### src/design/l3h_pkg.sv
// shared types, constants and mixing rounds for the lookup3 string hash
// no dependencies; imported by l3h_tail and lookup3_string_hash
`default_nettype none

package l3h_pkg;

   localparam logic [31:0] HASH_INIT  = 32'hDEADBEEF;
   localparam logic [3:0]  BLOCK_FULL = 4'd12;

   typedef enum logic [1:0] {
      LANE_A = 2'd0,
      LANE_B = 2'd1,
      LANE_C = 2'd2
   } lane_type;

   typedef struct packed {
      logic [31:0] a;
      logic [31:0] b;
      logic [31:0] c;
   } words_type;

   // one finished string on its way through the tail pipeline
   typedef struct packed {
      logic      direct;
      logic      mixed;
      words_type base;
      words_type acc;
   } tail_type;

   function automatic logic [31:0] rotl(input logic [31:0] x, input int k);
      rotl = (x << k) | (x >> (32 - k));
   endfunction

   function automatic words_type add_words(input words_type x, input words_type y);
      words_type r;
      r.a = x.a + y.a;
      r.b = x.b + y.b;
      r.c = x.c + y.c;
      add_words = r;
   endfunction

   // block mix, first three lines
   function automatic words_type mix_lo(input words_type w);
      logic [31:0] a;
      logic [31:0] b;
      logic [31:0] c;
      a = w.a;
      b = w.b;
      c = w.c;
      a = a - c; a = a ^ rotl(c, 4);  c = c + b;
      b = b - a; b = b ^ rotl(a, 6);  a = a + c;
      c = c - b; c = c ^ rotl(b, 8);  b = b + a;
      mix_lo = '{a: a, b: b, c: c};
   endfunction

   // block mix, last three lines
   function automatic words_type mix_hi(input words_type w);
      logic [31:0] a;
      logic [31:0] b;
      logic [31:0] c;
      a = w.a;
      b = w.b;
      c = w.c;
      a = a - c; a = a ^ rotl(c, 16); c = c + b;
      b = b - a; b = b ^ rotl(a, 19); a = a + c;
      c = c - b; c = c ^ rotl(b, 4);  b = b + a;
      mix_hi = '{a: a, b: b, c: c};
   endfunction

   // final mix, first four lines
   function automatic words_type fin_lo(input words_type w);
      logic [31:0] a;
      logic [31:0] b;
      logic [31:0] c;
      a = w.a;
      b = w.b;
      c = w.c;
      c = c ^ b; c = c - rotl(b, 14);
      a = a ^ c; a = a - rotl(c, 11);
      b = b ^ a; b = b - rotl(a, 25);
      c = c ^ b; c = c - rotl(b, 16);
      fin_lo = '{a: a, b: b, c: c};
   endfunction

   // final mix, last three lines
   function automatic words_type fin_hi(input words_type w);
      logic [31:0] a;
      logic [31:0] b;
      logic [31:0] c;
      a = w.a;
      b = w.b;
      c = w.c;
      a = a ^ c; a = a - rotl(c, 4);
      b = b ^ a; b = b - rotl(a, 14);
      c = c ^ b; c = c - rotl(b, 24);
      fin_hi = '{a: a, b: b, c: c};
   endfunction

endpackage

`default_nettype wire

### src/design/l3h_tail.sv
// tail pipeline: pending block mix, accumulator fold-in and final mix
// depends on l3h_pkg
`default_nettype none

module l3h_tail (
   input  wire logic                clock,
   input  wire logic                reset,
   input  wire logic                in_valid,
   output logic                     in_stall,
   input  wire l3h_pkg::tail_type   in_item,
   output logic                     rsp_valid,
   input  wire logic                rsp_stall,
   output logic [63:0]              rsp_hash_value
);
   import l3h_pkg::*;

   tail_type    s0_ff, s1_ff, s2_ff;
   tail_type    s1_in, s2_in;
   logic        dir3_ff;
   logic [31:0] dval3_ff;
   words_type   fin3_ff, fin3_in;
   words_type   fin_out;
   words_type   folded;
   logic [63:0] hash_ff, hash_in;
   logic        v0_ff, v1_ff, v2_ff, v3_ff, v4_ff;
   logic        adv0, adv1, adv2, adv3, adv4;

   // a stage moves on when the next one is empty or moving too
   assign adv4 = !v4_ff || !rsp_stall;
   assign adv3 = !v3_ff || adv4;
   assign adv2 = !v2_ff || adv3;
   assign adv1 = !v1_ff || adv2;
   assign adv0 = !v0_ff || adv1;
   assign in_stall = !adv0;

   always_comb begin
      s1_in      = s0_ff;
      s1_in.base = mix_lo(s0_ff.base);
      s2_in      = s1_ff;
      s2_in.base = mix_hi(s1_ff.base);
      folded     = s2_ff.mixed ? add_words(s2_ff.base, s2_ff.acc) : s2_ff.acc;
      fin3_in    = fin_lo(folded);
      fin_out    = fin_hi(fin3_ff);
      if (dir3_ff) begin
         hash_in = {dval3_ff, 32'd0};
      end else begin
         hash_in = {fin_out.b, fin_out.c};
      end
   end

   always_ff @(posedge clock) begin
      if (reset) begin
         v0_ff <= 1'b0;
         v1_ff <= 1'b0;
         v2_ff <= 1'b0;
         v3_ff <= 1'b0;
         v4_ff <= 1'b0;
      end else begin
         if (adv0) v0_ff <= in_valid;
         if (adv1) v1_ff <= v0_ff;
         if (adv2) v2_ff <= v1_ff;
         if (adv3) v3_ff <= v2_ff;
         if (adv4) v4_ff <= v3_ff;
      end
   end

   always_ff @(posedge clock) begin
      if (adv0) s0_ff <= in_item;
      if (adv1) s1_ff <= s1_in;
      if (adv2) s2_ff <= s2_in;
      if (adv3) begin
         dir3_ff  <= s2_ff.direct;
         dval3_ff <= s2_ff.acc.a;
         fin3_ff  <= fin3_in;
      end
      if (adv4) hash_ff <= hash_in;
   end

   assign rsp_valid      = v4_ff;
   assign rsp_hash_value = hash_ff;

endmodule

`default_nettype wire

### src/design/lookup3_string_hash.sv
// top level of the lookup3 (hashlittle2) byte string hash
// depends on l3h_pkg and l3h_tail
//
// usage
//   req channel: one byte per request; a request with req_first_item high
//   starts a new string and loads req_string_length (its byte is the first
//   byte of the string, or ignored when the length is zero). bytes with no
//   string in progress are taken and dropped
//   rsp channel: one 64-bit hash per finished string (word b high, word c low),
//   in the order the strings ended; an empty string gets its hash from
//   its one request, the start value in the high half
//   throughput: one request per clock, sustained while rsp_stall does not back up
//   the tail, for any string lengths; the per-byte path is one accumulate add,
//   and the block mix runs in a two-stage unit that finishes before the next block fills
//   path: the hash of the last byte goes through the input, two block mix,
//   fold-in and output stages, in that order, to the rsp ports
//   stall: rsp_stall holds the output register; the tail stages keep
//   filling, and req_stall rises only when all of them are occupied
//   reset: synchronous, clears the string state and empties the pipeline
`default_nettype none

module lookup3_string_hash (
   input  wire logic        clock,
   input  wire logic        reset,
   input  wire logic        req_valid,
   output logic             req_stall,
   input  wire logic [7:0]  req_data_byte,
   input  wire logic        req_first_item,
   input  wire logic [15:0] req_string_length,
   output logic             rsp_valid,
   input  wire logic        rsp_stall,
   output logic [63:0]      rsp_hash_value
);
   import l3h_pkg::*;

   // string state: x holds the last full block before its mix, acc the
   // bytes added since (or the start words while no block has been mixed)
   words_type   x_ff, x_in;
   words_type   acc_ff, acc_in;
   logic        mixed_ff, mixed_in;
   logic [15:0] bytes_left_ff, bytes_left_in;
   logic [3:0]  block_pos_ff, block_pos_in;

   // block mix unit, free running on x
   words_type   mix1_ff, mix2_ff;

   logic        req_accept;
   logic [31:0] init_word;
   words_type   cur_acc, acc_base;
   logic        cur_mixed;
   logic [15:0] cur_left;
   logic [3:0]  cur_pos, pos_eff;
   logic        live, empty_str, boundary;
   logic [31:0] byte_word;
   lane_type    lane;
   logic        tail_valid, tail_stall;
   tail_type    tail_item;

   assign req_accept = req_valid && !req_stall;
   assign req_stall  = tail_stall;

   always_comb begin
      init_word = HASH_INIT + {16'd0, req_string_length};
      if (req_first_item) begin
         cur_acc   = '{a: init_word, b: init_word, c: init_word};
         cur_mixed = 1'b0;
         cur_left  = req_string_length;
         cur_pos   = 4'd0;
      end else begin
         cur_acc   = acc_ff;
         cur_mixed = mixed_ff;
         cur_left  = bytes_left_ff;
         cur_pos   = block_pos_ff;
      end
      live      = req_first_item || (bytes_left_ff != 16'd0);
      empty_str = req_first_item && (req_string_length == 16'd0);
      boundary  = (cur_pos == BLOCK_FULL);

      // a full block with more to come: fold the mixed block into x and
      // restart the accumulator
      if (boundary) begin
         x_in     = cur_mixed ? add_words(mix2_ff, cur_acc) : cur_acc;
         acc_base = '0;
         pos_eff  = 4'd0;
      end else begin
         x_in     = x_ff;
         acc_base = cur_acc;
         pos_eff  = cur_pos;
      end

      byte_word = {24'd0, req_data_byte} << {pos_eff[1:0], 3'b000};
      lane      = lane_type'(pos_eff[3:2]);
      acc_in    = acc_base;
      case (lane)
         LANE_A:  acc_in.a = acc_base.a + byte_word;
         LANE_B:  acc_in.b = acc_base.b + byte_word;
         default: acc_in.c = acc_base.c + byte_word;
      endcase

      mixed_in      = cur_mixed || boundary;
      block_pos_in  = pos_eff + 4'd1;
      bytes_left_in = cur_left - 16'd1;

      tail_valid       = req_accept && (empty_str || (live && bytes_left_in == 16'd0));
      tail_item.direct = empty_str;
      tail_item.mixed  = mixed_in;
      tail_item.base   = x_in;
      tail_item.acc    = empty_str ? cur_acc : acc_in;
   end

   always_ff @(posedge clock) begin
      if (reset) begin
         bytes_left_ff <= 16'd0;
         block_pos_ff  <= 4'd0;
         mixed_ff      <= 1'b0;
      end else if (req_accept && live) begin
         if (empty_str) begin
            bytes_left_ff <= 16'd0;
            block_pos_ff  <= 4'd0;
            mixed_ff      <= 1'b0;
         end else begin
            bytes_left_ff <= bytes_left_in;
            block_pos_ff  <= block_pos_in;
            mixed_ff      <= mixed_in;
         end
      end
   end

   always_ff @(posedge clock) begin
      if (req_accept && live && !empty_str) begin
         x_ff   <= x_in;
         acc_ff <= acc_in;
      end
      mix1_ff <= mix_lo(x_ff);
      mix2_ff <= mix_hi(mix1_ff);
   end

   l3h_tail u_tail (
      .clock          (clock),
      .reset          (reset),
      .in_valid       (tail_valid),
      .in_stall       (tail_stall),
      .in_item        (tail_item),
      .rsp_valid      (rsp_valid),
      .rsp_stall      (rsp_stall),
      .rsp_hash_value (rsp_hash_value)
   );

   // a one-byte string finishes on its first request
   a_single_byte_done: assert property (@(posedge clock) disable iff (reset)
      req_accept && req_first_item && req_string_length == 16'd1
      |=> bytes_left_ff == 16'd0)
      else $error("string of one byte left bytes pending");

   // a string in progress always has at least one byte in its block
   a_pos_nonzero: assert property (@(posedge clock) disable iff (reset)
      bytes_left_ff != 16'd0 |-> block_pos_ff != 4'd0 && block_pos_ff <= BLOCK_FULL)
      else $error("block position out of step with bytes left");

   // requests are held back only by a stalled, waiting result
   a_stall_cause: assert property (@(posedge clock) disable iff (reset)
      req_stall |-> rsp_valid && rsp_stall)
      else $error("request stalled with the output free");

endmodule

`default_nettype wire

### config.mk
export PLATFORM = sky130hd
export DESIGN_NAME = lookup3_string_hash
export DESIGN_NICKNAME = d
export VERILOG_FILES = /design/src/design/l3h_pkg.sv /design/src/design/l3h_tail.sv /design/src/design/lookup3_string_hash.sv
export SDC_FILE = /design/constraint.sdc
export NUM_CORES = 2
export LEC_CHECK = 0
export BUFFER_PORTS_ARGS = -buffer_cell sky130_fd_sc_hd__buf_2
export CAP_MARGIN = 0
export CORE_MARGIN = 5
export CORE_UTILIZATION = 60
export CTS_BUF_LIST = sky130_fd_sc_hd__clkbuf_2
export CTS_CLUSTER_SIZE = 24
export DETAILED_ROUTE_END_ITERATION = 10
export PLACE_DENSITY = 0.75
export SLEW_MARGIN = 40
export SYNTH_ARGS = -nofsm -noshare
export SYNTH_HDL_FRONTEND = slang
export SYNTH_SLANG_ARGS = --single-unit
### constraint.sdc
create_clock -name clock -period 15.8 [get_ports clock]
set_input_delay 0.79 -clock clock [delete_from_list [all_inputs] [get_ports clock]]
set_output_delay 0.79 -clock clock [all_outputs]
set_load 0.02 [all_outputs]
==> reports/metrics.yaml <==
critical_path:
  worstPathArrival_ns: 16.37
  crit_type: "reg -> reg"
  path_buf_inv: 6
  crit_family: "compound AO/OA/AOI/OAI gates"
  max_stage_delay_ns: 0.45
  crit_path_end_kind: "register"
  critPathMaxFanout: 7
  cp.required_ns: 17.29
  crit_slowest_cell: "a2111oi_1"
  crit_top_cell: "a21oi_1"
  crit_path_start_kind: "register"
yosys:
  ys_ff_latch: 1185
  synth.distinct_cells: 126
  ys_seq_area_share_pct: 32.7
  synth-async-reset-ratio_pct: 0
  synth_area_mm2: 0.102
  synthCells: 11200
  yosys_warnings: 0
  synth_edf_count: 967
  synth-main-ff-cell: "edfxtp_1"
  syn_nets: 12500
  syn_avg_cell_area_um2: 9.17
finish:
  n_fill_cell: 14000
  mostFrequentLayoutCells: "1,237 x xnor2_1, 1,232 x ha_1, 1,053 x inv_1, 967 x edfxtp_1, 843 x a21oi_1"
  syn_to_final_growth_pct: 7.62
  multi_input_area_mm2: 0.0647
  fin_nets: 12900
  seqCellArea_mm2: 0.0334
  drive_above_1_share_pct: 8.57
  layout_commonest_cell: "xnor2_1"
  stdcell_area_mm2: 0.110
timing:
  maxSlewViolCount: 0
  finalCritPeriodShare_pct: 94.2
  fin_crit_ns: 14.89
  worstMarginPinSlew_ns: 1.22
  finalClockSkew_ns: 0.278
  max_freq_mhz: 67.2
  maxSlewHeadroom_pct: 18.9
  fin_tns_setup_ns: 0
  rsz0062_at_grt: "no"
  setup_viol: 0
  final_hold_viol_count: 0
floorplanning:
  start_util_pct: 60.4
  die_area_mm2: 0.179
  num_rows: 151
  die_h_um: 423
  fp.dieW_um: 423
  core_area_mm2: 0.169
  boundaryPins: 95
drt:
  drtPass1Iterations: 9
  wirelength_um: 381000
  drtIter0Drc: 9772
  wl_per_cell_um: 27.0
  viasPerCell: 6.34
  route.antenna.remaining_nets: 0
  via_count: 89400
  drcViolationCount: 0
global_route:
  grt_util_all_layers_pct: 41.1
  grt.overflow.total: 0
  grt_first_pass_wirelength_um: 545000
  grt_max_degree: 159
  grt_pass1_vias: 84600
  grt_antenna_before_repair: 29
clock_network:
  clk_pin_slew_worst_paths_ns: 0.10
  cts_made_buffers: 332
  clk_latency_ns: 1.89
  cts_sinks: 1185
  cts-root-buf: "clkbuf_2"
  h-tree-depth: 5
  cts_tree: "yes"
  cts_buffer_depth: 4
placement:
  gp_congestion: 1.07
  hpwlAfterDp_um: 311000
  placed_cell_area_mm2: 0.106
  portBuffers: 94
flow_run:
  cap_violations: 0
outcome:
  status: "complete, no violations"
min_path:
  hp-class: "in -> reg"
==> final timing paths <==
path         cells after the start             start  slack, ns                         to
max                             67   u_tail.s2_ff[0]       0.91         u_tail.fin3_ff[30]
min                              4         rsp_stall       0.12  u_tail.rsp_hash_value[39]
max reg2reg                     67   u_tail.s2_ff[0]       0.91         u_tail.fin3_ff[30]
min reg2reg                      0  u_tail.s0_ff[20]       0.31           u_tail.s1_ff[20]
==> state kept, by name (all words and copies together) (netlist names) <==
name,flops
x_ff,96
acc_ff,96
u_tail.fin3_ff,96
u_tail.v0_ff,1
u_tail.s0_ff,194
u_tail.s1_ff,194
mix2_ff,96
block_pos_ff,4
u_tail.s2_ff,194
mixed_ff,1
u_tail.rsp_hash_value,64
u_tail.v3_ff,1
bytes_left_ff,16
mix1_ff,96
u_tail.rsp_valid,1
u_tail.v2_ff,1
u_tail.dval3_ff,32
u_tail.v1_ff,1
u_tail.dir3_ff,1
==> worst reg2reg max path: cells and delay by family (launching register included) <==
family	cells	cell delay [ns]
buffers and inverters	6	0.92
and+or+nand+nor	8	1.56
AOI/OAI and AO/OA	43	8.84
DFF	1	0.41
adders and majority gates	6	2.09
xor gates and xnor gates	4	0.77
==> what timing repair did <==
action                                  4_1_cts  5_1_grt
setup buffers                                 0        1
endpoints found under the setup margin        0       10
endpoints found under the hold margin       274        0
hold buffers                                 59        0
resized for setup                             0        1
==> metal layers <==
layer | vias to the layer above | wire, µm | track usage [%]
met2 | 4848 | 167000 | 64.1
met3 | 1303 | 35900 | 8.41
met1 | 42200 | 140000 | 49.2
met5 | - | 81 | 0
met4 | 16 | 39000 | 33.8
li1 | 41000 | - | -
==> cell type report <==
type                    count  area share [%]
diodes                     30          0.0682
well taps                2218            2.52
repair buffers            300            2.03
multi-input cells        8735            58.8
clock buffers             449            2.04
clock inverters           129           0.594
inverters                1058            3.61
flip-flops and latches   1185            30.3
==> cells by family after synthesis <==
family | count (synthesis) | synth area share, %
buf+inv | 1242 | 4.58
flops | 1185 | 32.7
compound gates | 2919 | 18.3
fa+ha+maj | 1276 | 15.9
mux | 95 | 0.956
simple gates | 2747 | 12.7
xor+xnor | 1698 | 14.8
==> synth_stat cells, drive strengths merged, types with 41 or more instances <==
| master | n | area, µm² |
|---|---|---|
| xnor2 | 1266 | 11100 |
| ha | 1232 | 15400 |
| inv | 1056 | 3960 |
| edfxtp | 967 | 29000 |
| a21oi | 863 | 4340 |
| nor2 | 820 | 3080 |
| o21ai | 677 | 3400 |
| nand2 | 653 | 2450 |
| xor2 | 418 | 3720 |
| nor3 | 312 | 1580 |
| a21o | 293 | 2200 |
| dfxtp | 218 | 4360 |
| nand3 | 217 | 1100 |
| o21bai | 180 | 1350 |
| nor2b | 144 | 903 |
| clkbuf | 143 | 537 |
| o21a | 127 | 962 |
| a21boi | 125 | 938 |
| nand2b | 113 | 707 |
| and3 | 99 | 619 |
| and2 | 90 | 566 |
| or3 | 89 | 557 |
| a31oi | 87 | 587 |
| or2 | 83 | 519 |
| a211oi | 75 | 603 |
| mux2i | 73 | 731 |
| o31ai | 64 | 537 |
| o22ai | 50 | 319 |
| o211ai | 49 | 388 |
| buf | 41 | 178 |
==> stage by stage <==
stage | setup slack, ns | std cells | hold WS, ns | utilization [%]
after floorplan | 2.91 | 11200 | 0.400 | -
after global placement | 0.982 | 13400 | 0.400 | 62.5
final | 0.914 | 14100 | 0.121 | 65.0
after detailed placement | 1.17 | 13400 | 0.405 | 62.7
after CTS | 0.997 | 14100 | 0.00924 | 64.8
after global routing | 0.0318 | 14100 | 0.00567 | 64.9
Power is left out: the tool's default activity adds up to more than one toggle a clock period on the data nets, which glitch-free logic cannot reach.
